===== config.mk =====
export PLATFORM = sky130hd
export DESIGN_NAME = sync_length_frame_deframer_core
export DESIGN_NICKNAME = d
export VERILOG_FILES = /design/src/sv/slfd_pkg.sv /design/src/sv/sync_length_frame_deframer_core.sv /design/src/sv/slfd_ctrl.sv /design/src/sv/slfd_datapath.sv
export VERILOG_INCLUDE_DIRS = /design/src /design/src/sv
export SDC_FILE = /design/constraint.sdc
export NUM_CORES = 1
export LEC_CHECK = 0
export BUFFER_PORTS_ARGS = -buffer_cell sky130_fd_sc_hd__buf_2
export CAP_MARGIN = 20
export CORE_ASPECT_RATIO = 1.1
export CORE_UTILIZATION = 60
export DETAILED_ROUTE_END_ITERATION = 16
export PLACE_DENSITY = 0.77
export SLEW_MARGIN = 10
export SYNTH_ARGS = -nofsm -noshare
export SYNTH_HDL_FRONTEND = slang
export SYNTH_SLANG_ARGS = --single-unit

===== constraint.sdc =====
create_clock -name clk_i -period 16.98 [get_ports clk_i]
set_input_delay 0.849 -clock clk_i [delete_from_list [all_inputs] [get_ports clk_i]]
set_output_delay 0.849 -clock clk_i [all_outputs]
set_load 0.05 [all_outputs]

===== src/sv/sync_length_frame_deframer_core_defines.svh =====
// Assertion macros for the sync/length frame deframer.
// Included by the top level only; relies on nothing else.
`ifndef SYNC_LENGTH_FRAME_DEFRAMER_CORE_DEFINES_SVH
`define SYNC_LENGTH_FRAME_DEFRAMER_CORE_DEFINES_SVH

// Same-cycle implication under reset.
`define SLFD_ASSERT_IMP(name, clk, rst_n, ante, cons, msg) \
  name: assert property (@(posedge clk) disable iff (!rst_n) (ante) |-> (cons)) \
    else $error(msg);

// Next-cycle implication under reset.
`define SLFD_ASSERT_NXT(name, clk, rst_n, ante, cons, msg) \
  name: assert property (@(posedge clk) disable iff (!rst_n) (ante) |=> (cons)) \
    else $error(msg);

`endif


===== src/sv/slfd_pkg.sv =====
// Shared types and constants of the sync/length frame deframer.
// Used by slfd_ctrl, slfd_datapath and the top level.
package slfd_pkg;

  localparam logic [7:0] SYNC1_BYTE = 8'h55;
  localparam logic [7:0] SYNC2_BYTE = 8'hAA;
  localparam logic [7:0] END_BYTE   = 8'h03;
  localparam logic [8:0] LEN_SUM    = 9'h0FF;
  localparam int unsigned MIN_SCAN_FILL = 7;
  localparam int unsigned HDR_BYTES     = 4;
  localparam int unsigned FRAME_EXTRA   = 5;

  typedef enum logic [3:0] {
    ST_IDLE,
    ST_CHECK,
    ST_SYNC1,
    ST_SYNC2,
    ST_LEN,
    ST_CPL,
    ST_END,
    ST_SUM,
    ST_EMIT
  } state_e;

  // Window offset of the byte to read, relative to the head.
  typedef enum logic [2:0] {
    OFF_HEAD,
    OFF_SYNC2,
    OFF_LEN,
    OFF_CPL,
    OFF_END,
    OFF_DATA0,
    OFF_NEXT
  } off_sel_e;

  typedef enum logic [1:0] {
    DROP_1,
    DROP_2,
    DROP_4,
    DROP_FRAME
  } drop_sel_e;

  typedef struct packed {
    logic      wr;
    logic      rd_en;
    off_sel_e  off_sel;
    logic      drop_en;
    drop_sel_e drop_sel;
    logic      len_ld;
    logic      csum_clr;
    logic      csum_acc;
    logic      ok_ld;
    logic      idx_clr;
    logic      idx_inc;
    logic      out_ld;
    logic      out_empty;
  } cmd_t;

  typedef struct packed {
    logic fill_ge7;
    logic win_full;
    logic rd_is_sync1;
    logic rd_is_sync2;
    logic rd_is_end;
    logic len_bad;
    logic frame_short;
    logic len_zero;
    logic idx_last;
    logic out_free;
  } sts_t;

endpackage


===== src/sv/sync_length_frame_deframer_core.sv =====
// Deframer for 55 AA L ~L d0..d(L-1) 03 frames arriving one byte per transfer.
// Bytes go into a circular window of MAX_DATA_LEN+5 entries in a single-port-read
// memory; after each byte the sequencer rescans the head while 7 or more bytes are
// held, reading at most one window byte per cycle. A good header whose frame is not
// yet complete waits for further bytes; each failed sync, length or end byte check
// drops bytes at the head before the next rescan; an accepted frame adds a checksum
// pass and an output pass over the window, and the output pass waits while the
// output side stalls. Results leave through an output register, so the scan goes on
// while the last result waits.
// No clearing pass after reset: window entries are only read once written.
module sync_length_frame_deframer_core #(
  parameter int unsigned MAX_DATA_LEN = 20
) (
  input  logic       clk_i,
  input  logic       rst_ni,
  input  logic       in_valid_i,
  output logic       in_stall_o,
  input  logic [7:0] rx_byte_i,
  output logic       out_valid_o,
  input  logic       out_stall_i,
  output logic [7:0] data_byte_o,
  output logic [4:0] byte_index_o,
  output logic [4:0] frame_length_o,
  output logic       is_last_o,
  output logic       checksum_ok_o,
  output logic       empty_frame_o
);

  `include "sync_length_frame_deframer_core_defines.svh"

  slfd_pkg::cmd_t cmd;
  slfd_pkg::sts_t sts;

  slfd_ctrl u_ctrl (
    .clk_i      (clk_i),
    .rst_ni     (rst_ni),
    .in_valid_i (in_valid_i),
    .in_stall_o (in_stall_o),
    .sts_i      (sts),
    .cmd_o      (cmd)
  );

  slfd_datapath #(
    .MAX_DATA_LEN (MAX_DATA_LEN)
  ) u_datapath (
    .clk_i          (clk_i),
    .rst_ni         (rst_ni),
    .cmd_i          (cmd),
    .sts_o          (sts),
    .rx_byte_i      (rx_byte_i),
    .out_valid_o    (out_valid_o),
    .out_stall_i    (out_stall_i),
    .data_byte_o    (data_byte_o),
    .byte_index_o   (byte_index_o),
    .frame_length_o (frame_length_o),
    .is_last_o      (is_last_o),
    .checksum_ok_o  (checksum_ok_o),
    .empty_frame_o  (empty_frame_o)
  );

  `SLFD_ASSERT_IMP(a_no_full_on_write, clk_i, rst_ni,
    in_valid_i && !in_stall_o, !sts.win_full, "byte window full on input transfer")
  `SLFD_ASSERT_IMP(a_load_when_free, clk_i, rst_ni,
    cmd.out_ld, sts.out_free, "result register overwritten before transfer")
  `SLFD_ASSERT_NXT(a_scan_after_write, clk_i, rst_ni,
    in_valid_i && !in_stall_o, in_stall_o, "scan did not follow input transfer")
  `SLFD_ASSERT_IMP(a_last_index, clk_i, rst_ni,
    out_valid_o && is_last_o && !empty_frame_o,
    5'(byte_index_o + 5'd1) == frame_length_o, "last mark on wrong byte index")

endmodule


===== src/sv/slfd_ctrl.sv =====
// Scan sequencer of the sync/length frame deframer.
// Depends on slfd_pkg; drives slfd_datapath through cmd_t and reads sts_t.
module slfd_ctrl (
  input  logic          clk_i,
  input  logic          rst_ni,
  input  logic          in_valid_i,
  output logic          in_stall_o,
  input  slfd_pkg::sts_t sts_i,
  output slfd_pkg::cmd_t cmd_o
);

  slfd_pkg::state_e state_q, state_d;

  always_ff @(posedge clk_i or negedge rst_ni) begin
    if (!rst_ni) begin
      state_q <= slfd_pkg::ST_IDLE;
    end else begin
      state_q <= state_d;
    end
  end

  assign in_stall_o = (state_q != slfd_pkg::ST_IDLE);

  always_comb begin
    state_d = state_q;
    unique case (state_q)
      slfd_pkg::ST_IDLE: begin
        if (in_valid_i) state_d = slfd_pkg::ST_CHECK;
      end
      slfd_pkg::ST_CHECK: begin
        state_d = sts_i.fill_ge7 ? slfd_pkg::ST_SYNC1 : slfd_pkg::ST_IDLE;
      end
      slfd_pkg::ST_SYNC1: begin
        state_d = sts_i.rd_is_sync1 ? slfd_pkg::ST_SYNC2 : slfd_pkg::ST_CHECK;
      end
      slfd_pkg::ST_SYNC2: begin
        state_d = sts_i.rd_is_sync2 ? slfd_pkg::ST_LEN : slfd_pkg::ST_CHECK;
      end
      slfd_pkg::ST_LEN: begin
        state_d = slfd_pkg::ST_CPL;
      end
      slfd_pkg::ST_CPL: begin
        if (sts_i.len_bad) state_d = slfd_pkg::ST_CHECK;
        else if (sts_i.frame_short) state_d = slfd_pkg::ST_IDLE;
        else state_d = slfd_pkg::ST_END;
      end
      slfd_pkg::ST_END: begin
        if (!sts_i.rd_is_end) state_d = slfd_pkg::ST_CHECK;
        else if (!sts_i.len_zero) state_d = slfd_pkg::ST_SUM;
        else if (sts_i.out_free) state_d = slfd_pkg::ST_CHECK;
      end
      slfd_pkg::ST_SUM: begin
        if (sts_i.idx_last) state_d = slfd_pkg::ST_EMIT;
      end
      slfd_pkg::ST_EMIT: begin
        if (sts_i.out_free && sts_i.idx_last) state_d = slfd_pkg::ST_CHECK;
      end
      default: state_d = slfd_pkg::ST_IDLE;
    endcase
  end

  always_comb begin
    cmd_o = '0;
    unique case (state_q)
      slfd_pkg::ST_IDLE: begin
        cmd_o.wr = in_valid_i;
      end
      slfd_pkg::ST_CHECK: begin
        cmd_o.rd_en   = sts_i.fill_ge7;
        cmd_o.off_sel = slfd_pkg::OFF_HEAD;
      end
      slfd_pkg::ST_SYNC1: begin
        if (sts_i.rd_is_sync1) begin
          cmd_o.rd_en   = 1'b1;
          cmd_o.off_sel = slfd_pkg::OFF_SYNC2;
        end else begin
          cmd_o.drop_en  = 1'b1;
          cmd_o.drop_sel = slfd_pkg::DROP_1;
        end
      end
      slfd_pkg::ST_SYNC2: begin
        if (sts_i.rd_is_sync2) begin
          cmd_o.rd_en   = 1'b1;
          cmd_o.off_sel = slfd_pkg::OFF_LEN;
        end else begin
          cmd_o.drop_en  = 1'b1;
          cmd_o.drop_sel = slfd_pkg::DROP_2;
        end
      end
      slfd_pkg::ST_LEN: begin
        cmd_o.len_ld  = 1'b1;
        cmd_o.rd_en   = 1'b1;
        cmd_o.off_sel = slfd_pkg::OFF_CPL;
      end
      slfd_pkg::ST_CPL: begin
        if (sts_i.len_bad) begin
          cmd_o.drop_en  = 1'b1;
          cmd_o.drop_sel = slfd_pkg::DROP_4;
        end else if (!sts_i.frame_short) begin
          cmd_o.rd_en   = 1'b1;
          cmd_o.off_sel = slfd_pkg::OFF_END;
        end
      end
      slfd_pkg::ST_END: begin
        if (!sts_i.rd_is_end) begin
          cmd_o.drop_en  = 1'b1;
          cmd_o.drop_sel = slfd_pkg::DROP_1;
        end else if (!sts_i.len_zero) begin
          cmd_o.csum_clr = 1'b1;
          cmd_o.idx_clr  = 1'b1;
          cmd_o.rd_en    = 1'b1;
          cmd_o.off_sel  = slfd_pkg::OFF_DATA0;
        end else if (sts_i.out_free) begin
          // empty frame: one marker transfer
          cmd_o.out_ld    = 1'b1;
          cmd_o.out_empty = 1'b1;
          cmd_o.drop_en   = 1'b1;
          cmd_o.drop_sel  = slfd_pkg::DROP_FRAME;
        end
      end
      slfd_pkg::ST_SUM: begin
        if (sts_i.idx_last) begin
          cmd_o.ok_ld   = 1'b1;
          cmd_o.idx_clr = 1'b1;
          cmd_o.rd_en   = 1'b1;
          cmd_o.off_sel = slfd_pkg::OFF_DATA0;
        end else begin
          cmd_o.csum_acc = 1'b1;
          cmd_o.idx_inc  = 1'b1;
          cmd_o.rd_en    = 1'b1;
          cmd_o.off_sel  = slfd_pkg::OFF_NEXT;
        end
      end
      slfd_pkg::ST_EMIT: begin
        if (sts_i.out_free) begin
          cmd_o.out_ld = 1'b1;
          if (sts_i.idx_last) begin
            cmd_o.drop_en  = 1'b1;
            cmd_o.drop_sel = slfd_pkg::DROP_FRAME;
          end else begin
            cmd_o.idx_inc = 1'b1;
            cmd_o.rd_en   = 1'b1;
            cmd_o.off_sel = slfd_pkg::OFF_NEXT;
          end
        end
      end
      default: cmd_o = '0;
    endcase
  end

endmodule


===== src/sv/slfd_datapath.sv =====
// Byte window memory, head/fill pointers, checksum and result register.
// Depends on slfd_pkg; commanded by slfd_ctrl.
module slfd_datapath #(
  parameter int unsigned MAX_DATA_LEN = 20
) (
  input  logic           clk_i,
  input  logic           rst_ni,
  input  slfd_pkg::cmd_t cmd_i,
  output slfd_pkg::sts_t sts_o,
  input  logic [7:0]     rx_byte_i,
  output logic           out_valid_o,
  input  logic           out_stall_i,
  output logic [7:0]     data_byte_o,
  output logic [4:0]     byte_index_o,
  output logic [4:0]     frame_length_o,
  output logic           is_last_o,
  output logic           checksum_ok_o,
  output logic           empty_frame_o
);

  localparam int unsigned Depth = MAX_DATA_LEN + slfd_pkg::FRAME_EXTRA;
  localparam int unsigned AW    = $clog2(Depth);
  localparam int unsigned FW    = $clog2(Depth + 1);

  logic [7:0]    win_mem [Depth];
  logic [7:0]    rd_q;
  logic [AW-1:0] head_q, head_d;
  logic [FW-1:0] fill_q, fill_d;
  logic [7:0]    len_q;
  logic [7:0]    idx_q;
  logic [7:0]    csum_q;
  logic          ok_q;
  logic          out_valid_q;

  logic [AW-1:0] off;
  logic [AW:0]   rd_sum;
  logic [AW-1:0] rd_addr;
  logic [AW:0]   wr_sum;
  logic [AW-1:0] wr_addr;
  logic [FW-1:0] drop_n;
  logic [AW:0]   head_sum;
  logic          do_wr;

  // Offsets stay below Depth, so one compare-subtract wraps the address.
  always_comb begin
    case (cmd_i.off_sel)
      slfd_pkg::OFF_HEAD:  off = '0;
      slfd_pkg::OFF_SYNC2: off = AW'(1);
      slfd_pkg::OFF_LEN:   off = AW'(2);
      slfd_pkg::OFF_CPL:   off = AW'(3);
      slfd_pkg::OFF_END:   off = AW'(len_q) + AW'(slfd_pkg::HDR_BYTES);
      slfd_pkg::OFF_DATA0: off = AW'(slfd_pkg::HDR_BYTES);
      slfd_pkg::OFF_NEXT:  off = AW'(idx_q) + AW'(slfd_pkg::HDR_BYTES + 1);
      default:             off = '0;
    endcase
  end

  assign rd_sum  = {1'b0, head_q} + {1'b0, off};
  assign rd_addr = (rd_sum >= (AW+1)'(Depth)) ? AW'(rd_sum - (AW+1)'(Depth)) : AW'(rd_sum);
  assign wr_sum  = {1'b0, head_q} + (AW+1)'(fill_q);
  assign wr_addr = (wr_sum >= (AW+1)'(Depth)) ? AW'(wr_sum - (AW+1)'(Depth)) : AW'(wr_sum);
  assign do_wr   = cmd_i.wr && !sts_o.win_full;

  always_ff @(posedge clk_i) begin
    if (do_wr) begin
      win_mem[wr_addr] <= rx_byte_i;
    end
    if (cmd_i.rd_en) begin
      rd_q <= win_mem[rd_addr];
    end
  end

  always_comb begin
    case (cmd_i.drop_sel)
      slfd_pkg::DROP_1:     drop_n = FW'(1);
      slfd_pkg::DROP_2:     drop_n = FW'(2);
      slfd_pkg::DROP_4:     drop_n = FW'(4);
      slfd_pkg::DROP_FRAME: drop_n = FW'(len_q) + FW'(slfd_pkg::FRAME_EXTRA);
      default:              drop_n = '0;
    endcase
  end

  // A drop never exceeds the fill while scanning.
  assign head_sum = {1'b0, head_q} + (AW+1)'(drop_n);

  always_comb begin
    head_d = head_q;
    fill_d = fill_q;
    if (do_wr) begin
      fill_d = fill_q + FW'(1);
    end else if (cmd_i.drop_en) begin
      head_d = (head_sum >= (AW+1)'(Depth)) ? AW'(head_sum - (AW+1)'(Depth))
                                            : AW'(head_sum);
      fill_d = fill_q - drop_n;
    end
  end

  always_ff @(posedge clk_i or negedge rst_ni) begin
    if (!rst_ni) begin
      head_q      <= '0;
      fill_q      <= '0;
      out_valid_q <= 1'b0;
    end else begin
      head_q <= head_d;
      fill_q <= fill_d;
      if (cmd_i.out_ld) begin
        out_valid_q <= 1'b1;
      end else if (!out_stall_i) begin
        out_valid_q <= 1'b0;
      end
    end
  end

  always_ff @(posedge clk_i) begin
    if (cmd_i.len_ld) len_q <= rd_q;
    if (cmd_i.idx_clr) begin
      idx_q <= '0;
    end else if (cmd_i.idx_inc) begin
      idx_q <= idx_q + 8'd1;
    end
    if (cmd_i.csum_clr) begin
      csum_q <= '0;
    end else if (cmd_i.csum_acc) begin
      csum_q <= csum_q ^ rd_q;
    end
    if (cmd_i.ok_ld) ok_q <= (csum_q == rd_q);
    if (cmd_i.out_ld) begin
      if (cmd_i.out_empty) begin
        data_byte_o   <= '0;
        byte_index_o  <= '0;
        is_last_o     <= 1'b1;
        checksum_ok_o <= 1'b0;
      end else begin
        data_byte_o   <= rd_q;
        byte_index_o  <= idx_q[4:0];
        is_last_o     <= sts_o.idx_last;
        checksum_ok_o <= ok_q;
      end
      frame_length_o <= len_q[4:0];
      empty_frame_o  <= cmd_i.out_empty;
    end
  end

  assign out_valid_o = out_valid_q;

  assign sts_o.fill_ge7    = (fill_q >= FW'(slfd_pkg::MIN_SCAN_FILL));
  assign sts_o.win_full    = (fill_q == FW'(Depth));
  assign sts_o.rd_is_sync1 = (rd_q == slfd_pkg::SYNC1_BYTE);
  assign sts_o.rd_is_sync2 = (rd_q == slfd_pkg::SYNC2_BYTE);
  assign sts_o.rd_is_end   = (rd_q == slfd_pkg::END_BYTE);
  assign sts_o.len_bad     = (({1'b0, len_q} + {1'b0, rd_q}) != slfd_pkg::LEN_SUM) ||
                             (len_q > 8'(MAX_DATA_LEN));
  assign sts_o.frame_short = (9'(fill_q) <= ({1'b0, len_q} + 9'(slfd_pkg::HDR_BYTES)));
  assign sts_o.len_zero    = (len_q == 8'd0);
  assign sts_o.idx_last    = ((idx_q + 8'd1) == len_q);
  assign sts_o.out_free    = !out_valid_q || !out_stall_i;

endmodule


==> key figures, run 1 <==
Run status
  – Outcome: completed

STA
  – Normalized max-slew margin: ~28%
  – Slew @ Worst Pin: 1070 ps
  – RSZ-0062 raised after global routing: no
  – Setup TNS: 0 ps
  – Max Fclk: between 100 and 150 MHz
  – Slew Viols, Final: 0
  – Fin crit period: approximately 8000 ps
  – Fin crit share: ~47%
  – Final Hold Vio Count: 0
  – Clock Skews: roughly 17 ps
  – Setup violations, final: 0

Global routing
  – Initial antenna violation count: 0
  – Total track usage: 29.1%
  – First-pass GRT wire length: 52400 um
  – Total gr overflow: 0
  – Largest net degree at the start of global routing: a little over 50
  – Vias in the first global route: 9389

Clock tree
  – Clock Latency Late Sink: 550 ps
  – CTS Root Cell: clkbuf_16
  – Longest Clk Path Bufs: 3
  – Gates resized, CTS repair: 0
  – CTS H-tree lvls: 1
  – Worst-path clk slew: around 60 ps
  – CTS Buf Count: 28
  – Post-CTS Setup Inserts: 0
  – Clock sink count: around 270
  – CTS tree: done
  – Hold Buf Count CTS: 0

Floorplanning
  – Die width: approximately 150 um
  – Die area: roughly 23000 sq um
  – Core Rows: 57
  – Die Height: 160 um
  – Starting Density: between 60 and 70%
  – Core area: about 22000 sq um
  – I/O pin cnt: 35

Synthesis
  – Area share of the largest cell type after synthesis: between 50% and 60%
  – Register bit total from synthesis: about 270
  – Most area-hungry cell type in the Yosys netlist: edfxtp_1
  – Synth top area cells: edfxtp_1, ha_1, dfrtp_1
  – Post-Syn Area: around 14000 sq um
  – EDFF count, synth: 238
  – Most frequent cells after synthesis: edfxtp_1, nand2_1, nor2_1
  – Count leader, synth: edfxtp_1
  – Synth Instances: around 1200
  – Syn_nets: between 1000 and 1500
  – Asr flop ratio synth: 5.58%
  – Seq/Total Area, Yosys: between 50 and 60%
  – Post-synth cell types: between 70 and 80
  – Top FF cell, synth: edfxtp_1
  – Warnings from Yosys: 0
  – Syn Area/Cell: roughly 12 sq um

Place
  – Gpl congestion: roughly 1
  – Detailed placer's ending HPWL: between 20000 and 25000 um
  – PortBufs: 34
  – Placed insts: between 1000 and 1500

Drt
  – DR vias/cell: about 6.5
  – Initial drt markers: approximately 960
  – Post-DRT Antenna Nets: 0
  – Drt pass-1 iters: 7
  – Final wirelength: approximately 33000 um
  – WL per Instance: roughly 22 um
  – Via count: between 9000 and 10000
  – Post-route DRC: 0

Critical path
  – Critical path data arrival time: 8380 ps
  – CP Launch Type: register
  – Crit path required time: ~17000 ps
  – Crit Path Category: reg -> reg
  – Worst setup EP type: register
  – Max FO, Critical Path: 50

Power and ir drop
  – Switching power: ~1.3 mW
  – Sequential fraction of design power: around 30%
  – Sw frac: between 40% and 50%
  – Logic pwr share: between 50% and 60%
  – Clock share of power: 19.8%
  – LEAKAGE: roughly 5.4 nW
  – Max VDD drop: around 170 uV
  – Internal cell power: about 1.7 mW
  – PD cells: 201 nW/um^2

Cells and area
  – Synth-to-layout area growth: 8.69%
  – ANT cells: 0
  – Final #Nets: 1235
  – Layout cell share with drive strength beyond 1: 9.56%
  – Non-filler cells in the finished layout: 1487

Hold path
  – Hold Path Class: in -> async

Job
  – Maxcap violations: 0
==> cell type report <==
class / count / area [sq um]
Sequential cell: 269 / 7840
Fill cell: 1606 / 7360
Multi-Input combinational cell: 777 / 5280
Clock buffer: 38 / 778
Tap cell: 295 / 369
Timing Repair Buffer: 46 / 258
Inverter: 49 / 184
Clock inverter: 13 / 106
==> flip-flops by register name, summed over array words and instances, names as in the netlist <==
| register | count |
|---|---|
| u_datapath.checksum_ok_o | 1 |
| u_datapath.rd_q | 8 |
| u_datapath.byte_index_o | 5 |
| u_datapath.csum_q | 8 |
| u_datapath.len_q | 8 |
| u_datapath.ok_q | 1 |
| u_datapath.is_last_o | 1 |
| u_datapath.out_valid_o | 1 |
| u_datapath.empty_frame_o | 1 |
| u_datapath.win_mem | 200 |
| u_datapath.fill_q | 5 |
| u_datapath.data_byte_o | 8 |
| u_datapath.frame_length_o | 5 |
| u_datapath.idx_q | 8 |
| u_ctrl.state_q | 4 |
| u_datapath.head_q | 5 |
==> per-stage QoR <==
stage               power, mW  setup slack, ps  area, sq um  hold WS [ps]  utilization [%]
finish                   2.98             9000        14800           197             66.8
global placement         2.33             9330        13900           507             62.7
floorplan                2.00            11260        13600           455                -
CTS                      2.96             9100        14800           196             66.7
detailed placement       2.36             9210        13900           528             62.7
global route             3.16             8540        14800           210             66.8
==> path summary, 6_finish.rpt <==
kind,startpoint,endpoint,slack (ps),cells past startpoint
worst max register to register,u_datapath.len_q[1],u_datapath.rd_q[2],9000,22
worst min register to register,u_datapath.csum_q[6],u_datapath.csum_q[6],540,2
worst max-delay path,u_datapath.len_q[1],u_datapath.rd_q[2],9000,22
worst min-delay path,rst_ni,u_ctrl.state_q[0],200,1
min in group clk_i,u_datapath.csum_q[6],u_datapath.csum_q[6],540,2
max in group asynchronous,rst_ni,u_datapath.fill_q[4],16520,1
==> cell usage in the layout, fill, tap and decap left out, drive strengths merged, types with 6 or more instances in the layout <==
cell,instances
ha,47
a311oi,18
buf,45
o21ai,49
nor2,87
o211ai,9
mux4,6
o22ai,9
nand3,60
nand2,96
xor2,29
nor3,22
or4,9
a31oi,12
a21oi,39
a21boi,8
edfxtp,238
mux2,8
a211oi,43
nand4,15
clkbuf,39
a2111oi,7
mux2i,27
nand2b,10
dfrtp,15
inv,51
and3,36
clkinv,10
nor2b,9
xnor2,37
o31ai,7
and2,12
a21o,12
dfxtp,16
==> power groups by stage <==
stage | sequential (mW) | clock [mW] | combinational [mW]
floorplan | 0.874 | 0 | 1.13
global placement | 0.904 | 0 | 1.42
detailed placement | 0.907 | 0 | 1.45
CTS | 0.894 | 0.592 | 1.47
global route | 0.903 | 0.619 | 1.64
finish | 0.895 | 0.589 | 1.50
==> cell families after synthesis <==
kind of cell             after synthesis  share of synthesized area [%]
flip-flops                           269                           57.5
AND/OR/NAND/NOR                      379                           13.6
adder cells (fa/ha/maj)               52                           5.05
AO/OA/AOI/OAI                        239                           12.1
XOR/XNOR                              66                           4.30
buffers and inverters                117                           3.75
multiplexers                          41                           3.64
==> routing by layer <==
layer	GRT usage [%]	up-vias	part of all wire, %
met5	0	-	0
met4	14.4	0	5.0
met3	4.66	117	7.6
met2	48.4	499	49
met1	37.3	4593	39
li1	-	4391	-
==> critical path, stage by stage, from the launching register on <==
cell and delay, ps:
edfxtp_1 600, inv_1 200, fa_1 490, xnor2_1 170, nand3_1 100, or4_1 530
or4_1 410, a21oi_1 240, inv_1 140, o221ai_1 320, ha_1 240, inv_1 50
fa_1 710, ha_1 400, nand2_1 120, or2_1 170, a31o_1 160, buf_4 340
nand3_2 830, nand2_4 700, a211oi_1 140, or4_1 570, nand4_1 140
(Power assumes the default switching activity.)
==> run 2: changes to the inputs <==
--- a/config.mk
+++ b/config.mk
@@ -6,10 +6,11 @@
 export SDC_FILE = /design/constraint.sdc
 export NUM_CORES = 1
 export LEC_CHECK = 0
+export ABC_AREA = 1
 export BUFFER_PORTS_ARGS = -buffer_cell sky130_fd_sc_hd__buf_2
 export CAP_MARGIN = 20
 export CORE_ASPECT_RATIO = 1.1
-export CORE_UTILIZATION = 60
+export CORE_UTILIZATION = 57
 export DETAILED_ROUTE_END_ITERATION = 16
 export PLACE_DENSITY = 0.77
 export SLEW_MARGIN = 10
==> constraint.sdc (replaced) <==
create_clock -name clk_i -period 6.5 [get_ports clk_i]
set_input_delay 0.325 -clock clk_i [delete_from_list [all_inputs] [get_ports clk_i]]
set_output_delay 0.325 -clock clk_i [all_outputs]
set_load 0.05 [all_outputs]
==> key figures, run 2 <==
STA
  – Setup TNS: 0 ps (unchanged)
  – Max Fclk: 166 MHz (+32%)
  – Fin crit share: 92.9% (+46 points)
  – Final worst slack: 463 ps (-8540 ps)
  – Fin crit period: 6040 ps (-1940 ps)
  – Normalized max-slew margin: 44.9% (+16 points)
  – RSZ-0062 raised after global routing: no
  – Clock Skews: 16.9 ps (-0.388 ps)
  – Setup violations, final: 0 (unchanged)
  – Slew Viols, Final: 0 (unchanged)
  – Slew @ Worst Pin: 823 ps (-245 ps)
  – Final Hold Vio Count: 0 (unchanged)

Clock tree
  – Clock Latency Late Sink: 560 ps (about the same)
  – Clock sink count: 269 (unchanged)
  – CTS Buf Count: 28 (unchanged)
  – CTS H-tree lvls: 1 (unchanged)
  – Longest Clk Path Bufs: 3 (unchanged)
  – CTS Root Cell: clkbuf_16
  – Worst-path clk slew: 60 ps (about the same)
  – CTS tree: done

Drt
  – WL per Instance: 18.1 um (-19%)
  – Initial drt markers: 819 (-15%)
  – Post-DRT Antenna Nets: 0 (unchanged)
  – DR vias/cell: 5.62 (-13%)
  – Post-route DRC: 0 (unchanged)
  – Final wirelength: 30800 um (-6.9%)
  – Drt pass-1 iters: 6 (-1)
  – Via count: 9558 (-0.44%)

Floorplanning
  – Core Rows: 58 (+1.8%)
  – Starting Density: 58.3% (-3.2 points)
  – Die width: 148 um (+1.7%)
  – Die area: 24100 sq um (+3.5%)
  – Core area: 23000 sq um (+3.7%)
  – I/O pin cnt: 35 (unchanged)
  – Die Height: 163 um (+1.7%)

Global routing
  – Largest net degree at the start of global routing: 83 (+63%)
  – Total track usage: 26.2% (-2.9 points)
  – Initial antenna violation count: 0 (unchanged)
  – First-pass GRT wire length: 48700 um (-7.1%)
  – Vias in the first global route: 9372 (-0.18%)
  – Total gr overflow: 0 (unchanged)

Critical path
  – Delay-heaviest family, CP: simple AND/OR/NAND/NOR gates
  – CP most frequent cell: nand2_1
  – RR Endpoint: u_datapath.rd_q[3]
  – Worst setup EP type: register
  – CP bufs+invs: 5 (+1)
  – Critical-path top delay cell: fa_1
  – R2R Path Start: u_datapath.idx_q[0]
  – Largest stage delay, worst path: 530 ps (-300 ps)
  – Reg2reg path depth: 31 (+41%)
  – Crit Path Category: reg -> reg
  – Critical path data arrival time: 6460 ps (-1920 ps)
  – Max FO, Critical Path: 30 (-40%)
  – Worst R2R Setup Slack: 460 ps (-8540 ps)
  – Crit path required time: 6920 ps (-10470 ps)
  – CP Launch Type: register

Hold path
  – Hold path start: out_stall_i
  – Hold Path Class: in -> reg
  – Hold Path Sink: u_datapath.out_valid_o
  – Worst hold stages: 3

Run status
  – Outcome: completed

Synthesis
  – Synth Area in Compound Gates: 6.59% (-5.5 points)
  – Synth top area cells: edfxtp_1, nand2_1, nand3_1
  – Asr flop ratio synth: 5.58% (unchanged)
  – Syn_nets: 1412 (+15%)
  – Top FF cell, synth: edfxtp_1
  – Synth Area in XOR/XNOR: 2.65% (-1.6 points)
  – Synth Area in Adders: 5.13% (+0.084 points)
  – Simple-gate share of the synthesized area: 20.2% (+6.6 points)
  – Largest family of logic cells by synthesized area: simple AND/OR/NAND/NOR gates
  – Syn Area/Cell: 9.95 sq um (-15%)
  – Most frequent cells after synthesis: nand2_1, edfxtp_1, inv_1
  – Most area-hungry cell type in the Yosys netlist: edfxtp_1
  – Area share of the largest cell type after synthesis: 53.3% (+0.87 points)
  – Count leader, synth: nand2_1
  – Synth Instances: 1348 (+16%)
  – Seq/Total Area, Yosys: 58.5% (+0.96 points)
  – Warnings from Yosys: 0 (unchanged)
  – Post-Syn Area: 13400 sq um (-1.6%)
  – Register bit total from synthesis: 269 (unchanged)
  – Post-synth cell types: 53 (-29%)
  – EDFF count, synth: 238 (unchanged)
  – Multiplexer share of the synthesized area: 0.336% (-3.3 points)

Cells and area
  – Filler cells: 1771 (+10%)
  – Most frequent cells in the layout: nand2_1, edfxtp_1, inv_1
  – Layout cell share with drive strength beyond 1: 9.42% (-0.14 points)
  – Commonest non-fill, non-tap cell in the layout: nand2_1
  – Biggest register: u_datapath.win_mem
  – Non-filler cells in the finished layout: 1701 (+14%)
  – Largest register FFs: 200 (unchanged)
  – Synth-to-layout area growth: 10.1%
  – ANT cells: 0 (unchanged)
  – Final #Nets: 1443 (+17%)
  – Design area: 14800 sq um (-0.36%)

Job
  – Maxcap violations: 0 (unchanged)

Power and ir drop
  – PD cells: 238 nW/um^2 (+18%)
  – LEAKAGE: 6.02 nW (+12%)
  – Max VDD drop: 219 uV (+31%)

Place
  – Gpl congestion: 0.955 (-4.8%)
  – Detailed placer's ending HPWL: 20300 um (-9.3%)
  – PortBufs: 34 (unchanged)
  – Placed insts: 1647 (+15%)
  – DP Worst Slack: 571 ps (-8640 ps)
  – Placed cell areas: 13800 sq um (-0.78%)
## run 2: cells by family after synthesis
family / Yosys count
compound gates: 129
xor+xnor: 38
fa+ha+maj: 52
mux: 4
buf+inv: 212
flops: 269
simple gates: 644
## run 2: tightest hold or removal path, delay by kind of cell
kind,cells,cell delay (ps)
buffers and inverters,1,80
AND/OR/NAND/NOR,2,190
## run 2: what timing repair did
action | CTS | global route
endpoints found under the setup margin | 0 | 2
gates resized for setup | 0 | 1
hold buffers | 1 | 0
hold endpoints to repair | 15 | 0
setup buffers | 0 | 0
## run 2: where the power goes
part,total [mW],leakage (nW),switching [mW],internal (mW)
clock,1.61,0.448,0.676,0.933
sequential,1.87,2.46,0.0000000000000000141,1.87
combinational,0.0285,3.11,0.0257,0.00276
## run 2: routing by layer
metal / vias to the layer above / global-route usage, % / part of all wire, % / wire (um)
met4: 0 / 9.75 / 3.1 / 964
met1: 4492 / 32.1 / 39 / 12100
met5: - / 0 / 0 / 0
met3: 75 / 2.80 / 6.1 / 1880
li1: 4617 / - / - / -
met2: 374 / 47.7 / 51 / 15800
## run 2: worst max path at each step
stage                                    from                 end  slack [ps]  cells after the start
final                     u_datapath.idx_q[0]  u_datapath.rd_q[3]         460                     31
after floorplan           u_datapath.len_q[0]  u_datapath.rd_q[5]        1880                     28
after global routing      u_datapath.idx_q[0]  u_datapath.rd_q[0]           5                     34
after detailed placement  u_datapath.idx_q[0]  u_datapath.rd_q[0]         570                     32
after global placement    u_datapath.idx_q[0]  u_datapath.rd_q[5]         670                     31
after CTS                 u_datapath.idx_q[0]  u_datapath.rd_q[0]         500                     32
## run 2: cell type report
type / instances / area [sq um] / area share (%)
clock buffers: 35 / 737 / 4.99
clock inverters: 17 / 199 / 1.35
inverters: 165 / 619 / 4.20
multi-input cells: 867 / 4700 / 31.8
flip-flops and latches: 269 / 7840 / 53.1
well taps: 300 / 375 / 2.54
repair buffers: 48 / 292 / 1.97
## run 2: through the flow
step / power, mW / util [%] / hold slack [ps]
5_1_grt: 3.59 / 64.2 / 110
6_report: 3.51 / 64.2 / 95.1
3_5_place_dp: 1.94 / 60.0 / 270
4_1_cts: 3.53 / 64.1 / 86.4
2_1_floorplan: 1.91 / - / 29.4
3_3_place_gp: 1.94 / 60.0 / 271
==> run 3: changes to the inputs <==
--- a/config.mk
+++ b/config.mk
@@ -9,10 +9,12 @@
 export ABC_AREA = 1
 export BUFFER_PORTS_ARGS = -buffer_cell sky130_fd_sc_hd__buf_2
 export CAP_MARGIN = 20
+export CELL_PAD_IN_SITES_DETAIL_PLACEMENT = 2
+export CELL_PAD_IN_SITES_GLOBAL_PLACEMENT = 2
 export CORE_ASPECT_RATIO = 1.1
-export CORE_UTILIZATION = 57
+export CORE_UTILIZATION = 37
 export DETAILED_ROUTE_END_ITERATION = 16
-export PLACE_DENSITY = 0.77
+export PLACE_DENSITY = 0.76
 export SLEW_MARGIN = 10
 export SYNTH_ARGS = -nofsm -noshare
 export SYNTH_HDL_FRONTEND = slang
==> key figures, run 3 (synthesis gave the netlist of run 2 again) <==
Drt
  – Drt pass-1 iters: 7 (+1)
  – Initial drt markers: 471 (-42%)
  – Via count: 9863 (+3.2%)
  – Post-DRT Antenna Nets: 0 (unchanged)
  – WL per Instance: 21.5 um (+19%)
  – Final wirelength: 40500 um (+32%)
  – Post-route DRC: 0 (unchanged)
  – DR vias/cell: 5.23 (-6.9%)

Cells and area
  – Design area: 15000 sq um (+1.9%)
  – Most frequent cells in the layout: nand2_1, edfxtp_1, inv_1
  – Layout cell share with drive strength beyond 1: 9.54% (+0.12 points)
  – Final #Nets: 1447 (+0.28%)
  – Synth-to-layout area growth: 12.2%
  – Largest register FFs: 200 (unchanged)
  – Biggest register: u_datapath.win_mem
  – Commonest non-fill, non-tap cell in the layout: nand2_1
  – ANT cells: 0 (unchanged)
  – Non-filler cells in the finished layout: 1886 (+11%)

Global routing
  – Vias in the first global route: 11200 (+20%)
  – Initial antenna violation count: 0 (unchanged)
  – Largest net degree at the start of global routing: 97 (+17%)
  – Total track usage: 22.7% (-3.6 points)
  – Total gr overflow: 0 (unchanged)
  – First-pass GRT wire length: 63600 um (+31%)

Critical path
  – Largest stage delay, worst path: 620 ps (+90 ps)
  – Delay-heaviest family, CP: simple AND/OR/NAND/NOR gates
  – Critical path data arrival time: 6380 ps (-80 ps)
  – Crit Path Category: reg -> reg
  – CP bufs+invs: 4 (-1)
  – Crit path required time: 6830 ps (-90 ps)
  – Worst setup EP type: register
  – Critical-path top delay cell: fa_1
  – CP Launch Type: register
  – Max FO, Critical Path: 17 (-43%)
  – CP most frequent cell: nand2_1

Hold path
  – Hold Path Class: in -> reg

STA
  – Setup violations, final: 0 (unchanged)
  – Final Hold Vio Count: 0 (unchanged)
  – Final worst slack: 448 ps (-15.2 ps)
  – RSZ-0062 raised after global routing: no
  – Slew @ Worst Pin: 984 ps (+161 ps)
  – Normalized max-slew margin: 34.1% (-11 points)
  – Clock Skews: 16.7 ps (-0.273 ps)
  – Setup TNS: 0 ps (unchanged)
  – Max Fclk: 165 MHz (-0.25%)
  – Slew Viols, Final: 0 (unchanged)
  – Fin crit period: 6050 ps (+15.2 ps)
  – Fin crit share: 93.1% (+0.23 points)

Power and ir drop
  – Max VDD drop: 210 uV (-4.3%)
  – LEAKAGE: 6.07 nW (+0.76%)
  – PD cells: 238 nW/um^2 (+0.19%)
  – Total chip power: 3.58 mW (+2.1%)

Floorplanning
  – Die width: 184 um (+24%)
  – Die Height: 202 um (+24%)
  – Core area: 35400 sq um (+54%)
  – Core Rows: 72 (+24%)
  – I/O pin cnt: 35 (unchanged)
  – Die area: 37000 sq um (+53%)
  – Starting Density: 37.9% (-20 points)

Clock tree
  – CTS tree: done
  – CTS H-tree lvls: 1 (unchanged)
  – Longest Clk Path Bufs: 3 (unchanged)
  – Gates resized, CTS repair: 0 (unchanged)
  – Clock sink count: 269 (unchanged)
  – Clock Latency Late Sink: 580 ps (+20 ps)
  – CTS Root Cell: clkbuf_16
  – CTS Buf Count: 30 (+7.1%)
  – Worst-path clk slew: 60 ps (about the same)

Place
  – Gpl congestion: 0.819 (-14%)
  – Detailed placer's ending HPWL: 27700 um (+36%)
  – Placed insts: 1829 (+11%)
  – PortBufs: 34 (unchanged)
  – DP Worst Slack: 389 ps (-182 ps)
  – Placed cell areas: 14100 sq um (+1.9%)

Run status
  – Outcome: completed

Job
  – Maxcap violations: 0 (unchanged)
## run 3: path summary, 6_finish.rpt
| kind | depth (start not counted) | endpoint | startpoint | slack (ps) |
|---|---|---|---|---|
| max reg2reg | 28 | u_datapath.rd_q[0] | u_datapath.len_q[1] | 450 |
| max | 28 | u_datapath.rd_q[0] | u_datapath.len_q[1] | 450 |
| max in group asynchronous | 2 | u_datapath.head_q[4] | rst_ni | 5950 |
| min reg2reg | 2 | u_datapath.idx_q[7] | u_datapath.idx_q[7] | 540 |
| min in group asynchronous | 2 | u_datapath.fill_q[0] | rst_ni | 230 |
| min | 3 | u_datapath.out_valid_o | out_stall_i | 130 |
## run 3: routing by layer
layer | part of all wire [%] | wire, um | vias up | global-route usage (%)
met3 | 3.2 | 1310 | 80 | 2.52
met2 | 54 | 21900 | 175 | 43.0
met4 | 3.3 | 1350 | 0 | 8.39
li1 | - | - | 4629 | -
met1 | 39 | 16000 | 4979 | 25.7
met5 | 0 | 0 | - | 0
## run 3: worst register-to-register path, delay by kind of cell, from the launching register on
kind	cells	cell delay (ps)
buf+inv	4	970
simple gates	17	2400
fa+ha+maj	4	1510
xor+xnor	1	150
flops	1	560
compound gates	2	230
## run 3: area by class of cell
| cell class | count | area [sq um] |
|---|---|---|
| multi-input combinational | 867 | 4700 |
| tap | 481 | 602 |
| timing repair buffer | 50 | 328 |
| sequential | 269 | 7840 |
| inverter | 165 | 619 |
| clock buffer | 32 | 758 |
| clock inverter | 22 | 193 |
| fill | 3775 | 20400 |
## run 3: repair_timing
item                                    4_1_cts  5_1_grt
hold buffers                                  1        0
buffers inserted                              0        1
endpoints found under the hold margin        15        0
endpoints found under the setup margin        0        1
## run 3: where the power goes
| group | switching (mW) | internal (mW) | leakage, nW |
|---|---|---|---|
| combinational | 0.0291 | 0.00276 | 3.14 |
| sequential | 0.0000000000000000161 | 1.88 | 2.46 |
| clock | 0.720 | 0.958 | 0.471 |
## run 3: through the flow
| step | utilization [%] | hold slack, ps |
|---|---|---|
| 3_5_place_dp | 39.7 | 301 |
| 5_1_grt | 42.5 | 127 |
| 6_report | 42.5 | 127 |
| 4_1_cts | 42.4 | 103 |
| 3_3_place_gp | 39.7 | 296 |
| 2_1_floorplan | - | 29.4 |
